`src/assert_macros.svh`:
```
// assertion macros used by the canonicalizer core
`ifndef ASSERT_MACROS_SVH
`define ASSERT_MACROS_SVH

`ifndef SYNTHESIS

// expression must hold at every clock edge outside reset
`define HC_ASSERT_ALWAYS(lbl, expr, msg) \
    lbl: assert property (@(posedge i_clk) disable iff (!i_rst_n) (expr)) else $error(msg);

// consequent must hold in the same cycle as the antecedent
`define HC_ASSERT_IMPLY(lbl, ante, cons, msg) \
    lbl: assert property (@(posedge i_clk) disable iff (!i_rst_n) (ante) |-> (cons)) \
        else $error(msg);

// consequent must hold in the cycle after the antecedent
`define HC_ASSERT_NEXT(lbl, ante, cons, msg) \
    lbl: assert property (@(posedge i_clk) disable iff (!i_rst_n) (ante) |=> (cons)) \
        else $error(msg);

`else

`define HC_ASSERT_ALWAYS(lbl, expr, msg)
`define HC_ASSERT_IMPLY(lbl, ante, cons, msg)
`define HC_ASSERT_NEXT(lbl, ante, cons, msg)

`endif

`endif

```
`src/hcanon_pkg.sv`:
```
// widths, character codes, register map and helpers of the hostname canonicalizer
package hcanon_pkg;

    localparam int BYTE_W  = 8;
    localparam int NAME_W  = 9;
    localparam int LABEL_W = 8;
    localparam int CFG_W   = 8;
    localparam int APB_DW  = 32;
    localparam int APB_AW  = 3;

    typedef logic [BYTE_W-1:0]  t_byte;
    typedef logic [NAME_W-1:0]  t_name_cnt;
    typedef logic [LABEL_W-1:0] t_label_cnt;
    typedef logic [CFG_W-1:0]   t_cfg;

    // register map, index taken from paddr[2]
    localparam logic REG_MAX_NAME  = 1'b0;
    localparam logic REG_MAX_LABEL = 1'b1;

    // reset values of the length limits
    localparam t_cfg MAX_NAME_RST  = t_cfg'(253);
    localparam t_cfg MAX_LABEL_RST = t_cfg'(63);

    // saturation points of the counters
    localparam t_name_cnt  NAME_SAT  = '1;
    localparam t_label_cnt LABEL_SAT = '1;

    // character codes
    localparam t_byte CH_UPPER_A = 8'h41;
    localparam t_byte CH_UPPER_Z = 8'h5A;
    localparam t_byte CH_LOWER_A = 8'h61;
    localparam t_byte CH_LOWER_Z = 8'h7A;
    localparam t_byte CH_ZERO    = 8'h30;
    localparam t_byte CH_NINE    = 8'h39;
    localparam t_byte CH_HYPHEN  = 8'h2D;
    localparam t_byte CH_DOT     = 8'h2E;
    localparam t_byte CASE_OFS   = 8'h20;

    // ascii upper case to lower case, other bytes unchanged
    function automatic t_byte to_lower(input t_byte b);
        t_byte r;
        r = b;
        if (b >= CH_UPPER_A && b <= CH_UPPER_Z) begin
            r = b + CASE_OFS;
        end
        return r;
    endfunction

    // letters, digits, hyphen and dot on an already lowered byte
    function automatic logic is_ldh(input t_byte b);
        return (b >= CH_ZERO && b <= CH_NINE) || (b >= CH_LOWER_A && b <= CH_LOWER_Z) ||
               (b == CH_HYPHEN) || (b == CH_DOT);
    endfunction

endpackage

```
`src/hcanon_ifs.sv`:
```
// stream interfaces of the hostname canonicalizer

// raw hostname bytes
interface hcanon_in_if;
    import hcanon_pkg::*;

    logic  valid;
    logic  ready;
    t_byte name_byte;
    logic  final_byte;

    modport source (output valid, output name_byte, output final_byte, input ready);
    modport sink   (input valid, input name_byte, input final_byte, output ready);
endinterface

// lowered bytes with verdict
interface hcanon_out_if;
    import hcanon_pkg::*;

    logic  valid;
    logic  ready;
    t_byte lowered_byte;
    logic  keep_byte;
    logic  name_done;
    logic  verdict;

    modport source (output valid, output lowered_byte, output keep_byte, output name_done,
                    output verdict, input ready);
    modport sink   (input valid, input lowered_byte, input keep_byte, input name_done,
                    input verdict, output ready);
endinterface

```
`src/hostname_canonicalizer_core.sv`:
```
// hostname canonicalizer top level: byte checks, counters, result register, apb registers
//
// channel    | modport  | moves
// -----------+----------+---------------------------------------------
// i_name_ch  | sink     | one raw hostname byte plus last-byte flag
// o_res_ch   | source   | lowered byte, keep flag, done flag, verdict
// apb        | slave    | max_name_length (0x0), max_label_length (0x4)
//
// one byte per cycle while the result side drains; the result appears in the cycle after its transaction is accepted
// the result register decouples the sides: a byte is taken whenever the register is
// empty or is drained in the same cycle
// reset clears counters, error flag and output valid and loads limits 253 and 63
// a stall on the result side holds the result and blocks only further input
`include "assert_macros.svh"

module hostname_canonicalizer_core (
    input  logic                         i_clk,
    input  logic                         i_rst_n,
    hcanon_in_if.sink                    i_name_ch,
    hcanon_out_if.source                 o_res_ch,
    input  logic                         psel,
    input  logic                         penable,
    input  logic                         pwrite,
    input  logic [hcanon_pkg::APB_AW-1:0] paddr,
    input  logic [hcanon_pkg::APB_DW-1:0] pwdata,
    output logic [hcanon_pkg::APB_DW-1:0] prdata,
    output logic                         pready
);
    import hcanon_pkg::*;

    t_cfg       r_max_name;
    t_cfg       r_max_label;
    t_name_cnt  r_name_count,  n_name_count;
    t_label_cnt r_label_count, n_label_count;
    logic       r_error_seen,  n_error_seen;

    logic       r_out_valid;
    t_byte      r_lowered;
    logic       r_keep;
    logic       r_done;
    logic       r_verdict;

    logic       in_take;
    logic       cfg_wr;
    t_byte      low;
    logic       is_dot;
    logic       root;
    logic       name_err;
    logic       label_err;
    logic       err_all;
    logic       n_keep;
    logic       n_verdict;

    // apb register file
    assign pready = 1'b1;
    assign cfg_wr = psel && penable && pwrite && pready;

    always_ff @(posedge i_clk) begin
        if (!i_rst_n) begin
            r_max_name  <= MAX_NAME_RST;
            r_max_label <= MAX_LABEL_RST;
        end else if (cfg_wr) begin
            unique case (paddr[2])
                REG_MAX_NAME:  r_max_name  <= pwdata[CFG_W-1:0];
                REG_MAX_LABEL: r_max_label <= pwdata[CFG_W-1:0];
                default:       ;
            endcase
        end
    end

    always_comb begin
        unique case (paddr[2])
            REG_MAX_NAME:  prdata = APB_DW'(r_max_name);
            REG_MAX_LABEL: prdata = APB_DW'(r_max_label);
            default:       prdata = '0;
        endcase
    end

    // input handshake
    assign i_name_ch.ready = !r_out_valid || o_res_ch.ready;
    assign in_take         = i_name_ch.valid && i_name_ch.ready;

    // byte classification and counter update
    always_comb begin
        low    = to_lower(i_name_ch.name_byte);
        is_dot = (low == CH_DOT);
        root   = i_name_ch.final_byte && (r_name_count == '0) && is_dot;

        n_name_count = (r_name_count != NAME_SAT) ? r_name_count + 1'b1 : r_name_count;
        name_err     = n_name_count > NAME_W'(r_max_name);

        if (is_dot) begin
            n_label_count = '0;
            label_err     = (r_label_count == '0);
        end else begin
            n_label_count = (r_label_count != LABEL_SAT) ? r_label_count + 1'b1
                                                         : r_label_count;
            label_err     = n_label_count > r_max_label;
        end

        err_all      = r_error_seen || name_err || label_err || !is_ldh(low);
        n_error_seen = err_all;
        n_keep       = !(i_name_ch.final_byte && is_dot && !root);
        n_verdict    = i_name_ch.final_byte && !root && err_all;
    end

    // per-name state, cleared after the last byte
    always_ff @(posedge i_clk) begin
        if (!i_rst_n) begin
            r_name_count  <= '0;
            r_label_count <= '0;
            r_error_seen  <= 1'b0;
        end else if (in_take) begin
            if (i_name_ch.final_byte) begin
                r_name_count  <= '0;
                r_label_count <= '0;
                r_error_seen  <= 1'b0;
            end else begin
                r_name_count  <= n_name_count;
                r_label_count <= n_label_count;
                r_error_seen  <= n_error_seen;
            end
        end
    end

    // result register valid
    always_ff @(posedge i_clk) begin
        if (!i_rst_n) begin
            r_out_valid <= 1'b0;
        end else if (in_take) begin
            r_out_valid <= 1'b1;
        end else if (o_res_ch.ready) begin
            r_out_valid <= 1'b0;
        end
    end

    // result register payload
    always_ff @(posedge i_clk) begin
        if (in_take) begin
            r_lowered <= low;
            r_keep    <= n_keep;
            r_done    <= i_name_ch.final_byte;
            r_verdict <= n_verdict;
        end
    end

    assign o_res_ch.valid        = r_out_valid;
    assign o_res_ch.lowered_byte = r_lowered;
    assign o_res_ch.keep_byte    = r_keep;
    assign o_res_ch.name_done    = r_done;
    assign o_res_ch.verdict      = r_verdict;

    // checks
    `HC_ASSERT_NEXT(a_clear_after_last, in_take && i_name_ch.final_byte, r_name_count == '0 && r_error_seen == 1'b0, "state not cleared after last byte")
    `HC_ASSERT_IMPLY(a_verdict_on_done, r_out_valid && r_verdict, r_done, "verdict set on a byte that is not last")
    `HC_ASSERT_IMPLY(a_drop_on_done, r_out_valid && !r_keep, r_done, "byte dropped before end of name")
    `HC_ASSERT_ALWAYS(a_label_le_name, NAME_W'(r_label_count) <= r_name_count, "label count exceeds name count")

endmodule
```
`src/flat_wrapper.sv`:
```
// flat-port wrapper written by rule: the top's interface ports become plain ports
module hostname_canonicalizer_core_flat import hcanon_pkg::*;
  (i_clk, i_rst_n, psel, penable, pwrite, paddr, pwdata, prdata, pready, i_name_ch_valid, i_name_ch_name_byte, i_name_ch_final_byte, i_name_ch_ready, o_res_ch_valid, o_res_ch_lowered_byte, o_res_ch_keep_byte, o_res_ch_name_done, o_res_ch_verdict, o_res_ch_ready);
  hcanon_in_if i_name_ch_i ();
  hcanon_out_if o_res_ch_i ();
  input  logic i_clk;
  input  logic i_rst_n;
  input  logic psel;
  input  logic penable;
  input  logic pwrite;
  input  logic [hcanon_pkg::APB_AW-1:0] paddr;
  input  logic [hcanon_pkg::APB_DW-1:0] pwdata;
  output logic [hcanon_pkg::APB_DW-1:0] prdata;
  output logic pready;
  input wire logic [$bits(i_name_ch_i.valid)-1:0] i_name_ch_valid;
  input wire logic [$bits(i_name_ch_i.name_byte)-1:0] i_name_ch_name_byte;
  input wire logic [$bits(i_name_ch_i.final_byte)-1:0] i_name_ch_final_byte;
  output wire logic [$bits(i_name_ch_i.ready)-1:0] i_name_ch_ready;
  output wire logic [$bits(o_res_ch_i.valid)-1:0] o_res_ch_valid;
  output wire logic [$bits(o_res_ch_i.lowered_byte)-1:0] o_res_ch_lowered_byte;
  output wire logic [$bits(o_res_ch_i.keep_byte)-1:0] o_res_ch_keep_byte;
  output wire logic [$bits(o_res_ch_i.name_done)-1:0] o_res_ch_name_done;
  output wire logic [$bits(o_res_ch_i.verdict)-1:0] o_res_ch_verdict;
  input wire logic [$bits(o_res_ch_i.ready)-1:0] o_res_ch_ready;
  assign i_name_ch_i.valid = i_name_ch_valid;
  assign i_name_ch_i.name_byte = i_name_ch_name_byte;
  assign i_name_ch_i.final_byte = i_name_ch_final_byte;
  assign i_name_ch_ready = i_name_ch_i.ready;
  assign o_res_ch_valid = o_res_ch_i.valid;
  assign o_res_ch_lowered_byte = o_res_ch_i.lowered_byte;
  assign o_res_ch_keep_byte = o_res_ch_i.keep_byte;
  assign o_res_ch_name_done = o_res_ch_i.name_done;
  assign o_res_ch_verdict = o_res_ch_i.verdict;
  assign o_res_ch_i.ready = o_res_ch_ready;
  hostname_canonicalizer_core u_core (.i_clk(i_clk), .i_rst_n(i_rst_n), .i_name_ch(i_name_ch_i), .o_res_ch(o_res_ch_i), .psel(psel), .penable(penable), .pwrite(pwrite), .paddr(paddr), .pwdata(pwdata), .prdata(prdata), .pready(pready));
endmodule
```
`config.mk`:
```
export PLATFORM = sky130hd
export DESIGN_NAME = hostname_canonicalizer_core_flat
export DESIGN_NICKNAME = d
export VERILOG_FILES = /design/src/hcanon_pkg.sv /design/src/hcanon_ifs.sv /design/src/hostname_canonicalizer_core.sv /design/src/flat_wrapper.sv
export VERILOG_INCLUDE_DIRS = /design/src /design/src/src
export SDC_FILE = /design/constraint.sdc
export NUM_CORES = 1
export LEC_CHECK = 0
export BUFFER_PORTS_ARGS = -buffer_cell sky130_fd_sc_hd__buf_4
export CAP_MARGIN = 20
export CORE_UTILIZATION = 55
export DETAILED_ROUTE_END_ITERATION = 8
export PLACE_DENSITY = 0.94
export SLEW_MARGIN = 40
export SYNTH_ARGS = -nofsm -noshare
export SYNTH_HDL_FRONTEND = slang
export SYNTH_SLANG_ARGS = --single-unit
export TNS_END_PERCENT = 100
```
`constraint.sdc`:
```
create_clock -name i_clk -period 4.75 [get_ports i_clk]
set_clock_uncertainty 0.05 [all_clocks]
set_input_delay 0.95 -clock i_clk [delete_from_list [all_inputs] [get_ports i_clk]]
set_output_delay 0.95 -clock i_clk [all_outputs]
set_load 0.05 [all_outputs]
```
==> results of run 1 <==
[placed cells by master (no fill, tap or decap), types with 3 or more instances in the layout]
cell type / count
or2_2: 4
a32o_1: 3
nor3_1: 9
edfxtp_1: 11
nor2_1: 14
a21oi_1: 19
and2_1: 6
o221ai_1: 3
buf_4: 46
a22oi_1: 4
xnor2_1: 4
clkbuf_8: 5
ha_1: 21
inv_1: 28
a211oi_1: 3
nand2b_1: 4
nand3_1: 12
o21a_1: 4
o21ai_0: 13
o211ai_1: 18
nor2b_1: 3
nor4_1: 3
nand2_1: 51
nand4_1: 9
o31ai_1: 5
dfxtp_1: 35
conb_1: 25
[tightest hold or removal path: cells and delay by family (launching register included)]
kind | cells | cell delay (ps)
and+or+nand+nor | 1 | 50
AOI/OAI and AO/OA | 1 | 50
DFF | 1 | 320
[metrics by stage]
stage	cell area [µm²]	hold WS, ps	power (mW)	setup WS (ps)	util, %
floorplan	3090	386	0.581	1340	-
global placement	3250	397	0.612	1610	62.9
detailed placement	3260	401	0.618	1480	63.0
CTS	3370	414	0.898	1490	65.1
global route	3370	426	0.928	1250	65.2
finish	3370	416	0.896	1420	65.2
[layer usage]
layer | GRT usage (%) | vias up | part of all wire [%]
li1 | - | 1322 | -
met1 | 30.2 | 1256 | 43
met2 | 41.7 | 96 | 49
met3 | 5.03 | 20 | 4.7
met4 | 9.67 | 0 | 2.8
met5 | 0 | - | 0
[power by group through the flow]
| stage | registers (mW) | clock network [mW] | logic [mW] |
|---|---|---|---|
| finish | 0.420 | 0.286 | 0.190 |
| global route | 0.422 | 0.302 | 0.204 |
| CTS | 0.420 | 0.289 | 0.189 |
| detailed placement | 0.429 | 0 | 0.189 |
| global placement | 0.429 | 0 | 0.183 |
| floorplan | 0.449 | 0 | 0.132 |
[synthesized netlist by cell type, types with 2 or more instances]
cell and count:
nand2_1 51, dfxtp_1 35, inv_1 28, buf_4 26, ha_1 21, a21oi_1 19
o211ai_1 18, nor2_1 16, o21ai_0 13, nand3_1 12, edfxtp_1 11, clkbuf_1 10
nand4_1 9, nor3_1 9, and2_1 6, o31ai_1 5, a22oi_1 4, nand2b_1 4
o21a_1 4, or2_2 4, xnor2_1 4, a211oi_1 3, a32o_1 3, nor2b_1 3
nor4_1 3, o221ai_1 3, a2bb2oi_1 2, a31oi_1 2, a41o_1 2, buf_1 2
buf_6 2, conb_1 2, mux2_2 2, o211a_1 2, or3_1 2
[how the worst min path moves through the flow]
stage	start	to	slack [ps]
6_report	u_core.r_max_name[1]$_SDFFE_PN0P_	u_core.r_max_name[1]$_SDFFE_PN0P_	420
5_1_grt	u_core.r_max_name[1]$_SDFFE_PN0P_	u_core.r_max_name[1]$_SDFFE_PN0P_	430
2_1_floorplan	u_core.r_max_name[1]$_SDFFE_PN0P_	u_core.r_max_name[1]$_SDFFE_PN0P_	390
3_5_place_dp	u_core.r_max_name[1]$_SDFFE_PN0P_	u_core.r_max_name[1]$_SDFFE_PN0P_	400
4_1_cts	u_core.r_max_name[1]$_SDFFE_PN0P_	u_core.r_max_name[1]$_SDFFE_PN0P_	410
3_3_place_gp	u_core.r_max_name[1]$_SDFFE_PN0P_	u_core.r_max_name[1]$_SDFFE_PN0P_	400
[registers in the layout, summed over array words and instances, names as in the netlist]
signal	count
u_core.o_res_ch.lowered_byte	8
u_core.r_error_seen	1
u_core.r_max_label	8
u_core.r_max_name	8
u_core.o_res_ch.valid	1
u_core.o_res_ch.name_done	1
u_core.r_label_count	8
u_core.r_name_count	9
u_core.o_res_ch.verdict	1
u_core.o_res_ch.keep_byte	1
[cells by family (layout without fill, tap and decap cells)]
group           after synthesis  after routing  share of synthesized area (%)
fa+ha+maj                    21             21                           8.75
simple gates                127            127                           20.8
xor+xnor                      4              4                           1.17
buf+inv                      69             82                           12.4
mux                           3              3                           1.25
other cells                   2             25                          0.250
compound gates               90             90                           21.0
flops                        46             46                           34.3
[layout make-up]
| cell class | instances | area [µm²] |
|---|---|---|
| clock buffer | 7 | 76.3 |
| timing repair buffer | 46 | 345 |
| clock inverter | 1 | 30.0 |
| sequential | 46 | 1030 |
| fill | 416 | 1800 |
| tap | 70 | 87.6 |
| inverter | 28 | 105 |
| multi-input combinational | 270 | 1700 |
==> metrics, run 1 <==
Hold Buf Count CTS 0; layout cells sized above 1 16.6%; FF-to-FF path depth 11; leakage power 1.50 nW; max-slew violations 0; vias in the first global route 2446; Critical Path AT 3440 ps; fmax 300 MHz; first-pass GRT wire length 10800 µm; Switch Pwr 0.274 mW; Seq/Total Area, Yosys 34.3%; Setup violations, final 0; Core Area 5170 µm²; GRT Resource Usage Total 24.5%; Yosys reg bits 46; Tcrit/Tclk final 70.2%; Sw Ratio 30.6%; Internal 0.622 mW; clk_lat worst skew 300 ps; Peak VDD IR 183 µV; share of the synthesized area in the top cell type 23.3%; Routed WL 6590 µm; Worst Setup SP u_core.r_label_count[0]$_SDFFE_PN0P_; Post-synth ARST share 0%; CP max FO 5; crit path time final 3330 ps; die area 5760 µm²; area delta synth->final 12.3%; port buffer count 45; # H-tree levels 2; Fin. Hold Viols 0; Pre-Repair DR Iteration Count 5; clock-pin slew on the worst setup and hold paths 80 ps; Clock Sink Count 46; CP endpoint u_core.o_res_ch.verdict$_DFFE_PP_; sequential share of power 46.9%; Vias/cell 5.76; Post-synth EDFFs 11; crit path kind reg2reg; nets 469; r2r endpoint u_core.o_res_ch.verdict$_DFFE_PP_; worst path cell trace ha_1 -> nand4_1 -> nor3_1 -> nor3_1 -> or2_2 -> ha_1 -> and2_1 -> o21ai_0 -> a221o_1 -> a41o_1 -> a21oi_1; DP Wirelength 5050 µm; Worst path depth 11; Ports 97; HP Class reg2reg; Routed wire per std cell 14.1 µm; TritonCTS clock tree done; RSZ-0062 raised after global routing no; Post-Syn Area 3000 µm²; max_cap viols 0; slew at the pin with the worst max-slew slack 663 ps; post_cts resized 0; Yosys top cell by area dfxtp_1; Comb pwr share 21.3%; DIE HEIGHT 75.9 µm; dpl cells 460; CP Capture Type flop; gpl congestion 0.879; reg2reg setup slack 1420 ps; Die W 75.9 µm; Rel. slew slack 55.4%; Detail Route Antenna Nets 0; Post-Syn Instances 362; via count 2694; Synth Flop Type dfxtp_1; final std cells w/o fill 468; WP data required 4850 ps; CTS root buffer clkbuf_8; setup TNS 0 ps; Num CTS Buffers 5; Distinct cells, synth 55; Post-CTS Setup Bufs 0; Power per Cell Area 266 nW/µm²; largest net degree at the start of global routing 20; Synth area leaders dfxtp_1, edfxtp_1, ha_1; DRC 0; clock buffer depth 2; CP delay by family, top simple AND/OR/NAND/NOR gates; FP Rows 26; Min-Delay Path Depth 2; initial antenna violation count 0; DR iter-0 viols 141; Worst path max stage delay 580 ps; GRT overflow 0; Startpoint Class flop; clock share of power 31.9%; worst path buffer plus inverter count 0; initial core utilization 58.1%; ANT cells 0; Avg Inst Size Synth 8.30 µm²; outcome completed; Critical Path Slowest Stage Cell nor3_1; RR Startpoint u_core.r_label_count[0]$_SDFFE_PN0P_; Synthesis Warnings 0
Power figures use the tool's default switching activity.
==> inputs of run 2 (changes only) <==
Settings changed: CORE_UTILIZATION 55 to 51, PLACE_DENSITY 0.94 to 0.88.
Clock period 4.75 ns to 3.25 ns, I/O delays scaled along.
==> run 2 against run 1 <==
Net effect: setup slack lost 1200 ps; sequential cell count unchanged; final area up 0.85%; die area is 7.6% higher; clock power grew 27%; routed wire length is 4.9% higher; hold slack got worse by 6.7 ps; largest cell class unchanged; highest routed layer unchanged.
==> metrics, run 2 (synthesized netlist as in run 1, its figures left out) <==
nets 475 (+1.3%); DRC 0 (unchanged); CP max FO 10 (+5); largest reg by FF count u_core.r_name_count; DP Wirelength 5070 µm (+0.40%); clock-pin slew on the worst setup and hold paths 90 ps (about the same); CP Capture Type flop; via count 2752 (+2.2%); Worst path max stage delay 620 ps (+40 ps); vias in the first global route 2521 (+3.1%); die area 6200 µm² (+7.6%); CP delay by family, top simple AND/OR/NAND/NOR gates; Post-Place Worst Slack 151 ps (-1330 ps); Critical Path AT 3050 ps (-390 ps); Setup violations, final 0 (unchanged); gpl congestion 0.898 (+2.1%); ANT cells 0 (unchanged); leading cell type in the layout, fill and taps excluded buf_4; Pre-Repair DR Iteration Count 4 (-1); Num CTS Buffers 5 (unchanged); HP Start u_core.r_max_name[1]$_SDFFE_PN0P_; RSZ-0062 raised after global routing no; GRT Resource Usage Total 23.5% (-0.99 points); Peak VDD IR 215 µV (+17%); Core Area 5570 µm² (+7.8%); clk_lat worst skew 310 ps (about the same); DR iter-0 viols 161 (+14%); max FFs per register 9 (unchanged); Startpoint Class flop; fmax 330 MHz (+9.9%); Hold Buf Count CTS 0 (unchanged); crit path time final 3030 ps (-301 ps); initial antenna violation count 0 (unchanged); Detail Route Antenna Nets 0 (unchanged); outcome completed; area delta synth->final 13.2%; max-slew violations 0 (unchanged); layout cells sized above 1 18.1% (+1.5 points); max_cap viols 0 (unchanged); setup TNS 0 ps (unchanged); RR Startpoint u_core.r_name_count[1]$_SDFFE_PN0P_; post-route worst setup slack 219 ps (-1200 ps); worst path buffer plus inverter count 0 (unchanged); # H-tree levels 2 (unchanged); WP data required 3260 ps (-1590 ps); DIE HEIGHT 78.7 µm (+3.7%); Filler Cell Count 505 (+21%); Rel. slew slack 44.9% (-11 points); port buffer count 45 (unchanged); Die W 78.7 µm (+3.7%); CTS root buffer clkbuf_8; Routed WL 6920 µm (+4.9%); worst path cell trace ha_2 -> nand3_4 -> or4_4 -> mux2_4 -> ha_1 -> nor2b_1 -> o31ai_2 -> a211oi_1 -> nor3_1 -> a21oi_1; Fin. Hold Viols 0 (unchanged); Routed wire per std cell 14.5 µm (+3.1%); largest net degree at the start of global routing 20 (unchanged); Vias/cell 5.78 (+0.44%); leakage power 1.51 nW (+1.0%); design area 3400 µm² (+0.85%); most frequent cells in the layout buf_4, nand2_1, dfxtp_1, inv_1, conb_1; crit path kind reg2reg; Worst Setup SP u_core.r_name_count[1]$_SDFFE_PN0P_; HP Class reg2reg; FP Rows 27 (+3.8%); Tcrit/Tclk final 93.3% (+23 points); Ports 97 (unchanged); slew at the pin with the worst max-slew slack 823 ps (+160 ps); Clock Sink Count 46 (unchanged); Area after DPL 3300 µm² (+1.3%); Power per Cell Area 370 nW/µm² (+39%); clock buffer depth 2 (unchanged); Critical Path Slowest Stage Cell or4_4; first-pass GRT wire length 11500 µm (+6.7%); TritonCTS clock tree done; GRT overflow 0 (unchanged); initial core utilization 53.9% (-4.2 points)
run 2: stage by stage:
stage	util [%]	instances	total power [mW]	hold WS [ps]
floorplan	-	385	0.850	386
global placement	59.2	468	0.898	397
detailed placement	59.2	468	0.904	399
CTS	60.8	476	1.26	412
global route	61.0	476	1.31	431
finish	61.0	476	1.26	409
run 2: what timing repair did:
item                       4_1_cts  5_1_grt
setup endpoints to repair        0        2
gates resized for setup          0        2
setup buffers                    0        0
run 2: final cells by class:
cell class	instances	area (µm²)	area share [%]
multi-input combinational	270	1700	49.9
clock buffer	5	68.8	2.02
tap	72	90.1	2.65
inverter	28	105	3.09
timing repair buffer	52	390	11.5
clock inverter	3	20.0	0.589
sequential	46	1030	30.3
run 2: power by group:
| part | switching [mW] | leakage, nW | internal, mW |
|---|---|---|---|
| clock network | 0.210 | 0.0422 | 0.152 |
| logic | 0.206 | 1.08 | 0.0757 |
| registers | 0.00808 | 0.388 | 0.605 |
| total | 0.425 | 1.51 | 0.832 |
run 2: metal layers:
layer / GRT usage (%) / up-vias / wire, µm
met5: 0 / - / 0
met2: 40.4 / 109 / 3450
met3: 4.94 / 23 / 416
li1: - / 1333 / -
met1: 27.6 / 1287 / 2840
met4: 11.5 / 0 / 212
run 2: final timing paths:
kind	cells past startpoint	endpoint	slack (ps)
hold reg to reg	2	u_core.r_max_name[1]$_SDFFE_PN0P_	410
setup reg to reg	10	u_core.o_res_ch.verdict$_DFFE_PP_	220
hold / removal	2	u_core.r_max_name[1]$_SDFFE_PN0P_	410
setup / recovery	10	u_core.o_res_ch.verdict$_DFFE_PP_	220
run 2: worst reg2reg max path, cell delays in order, from the launching register on:
cell	delay [ps]
dfxtp_1	350
ha_2	240
nand3_4	100
or4_4	620
mux2_4	350
ha_1	300
nor2b_1	150
o31ai_2	210
a211oi_1	150
nor3_1	200
a21oi_1	90
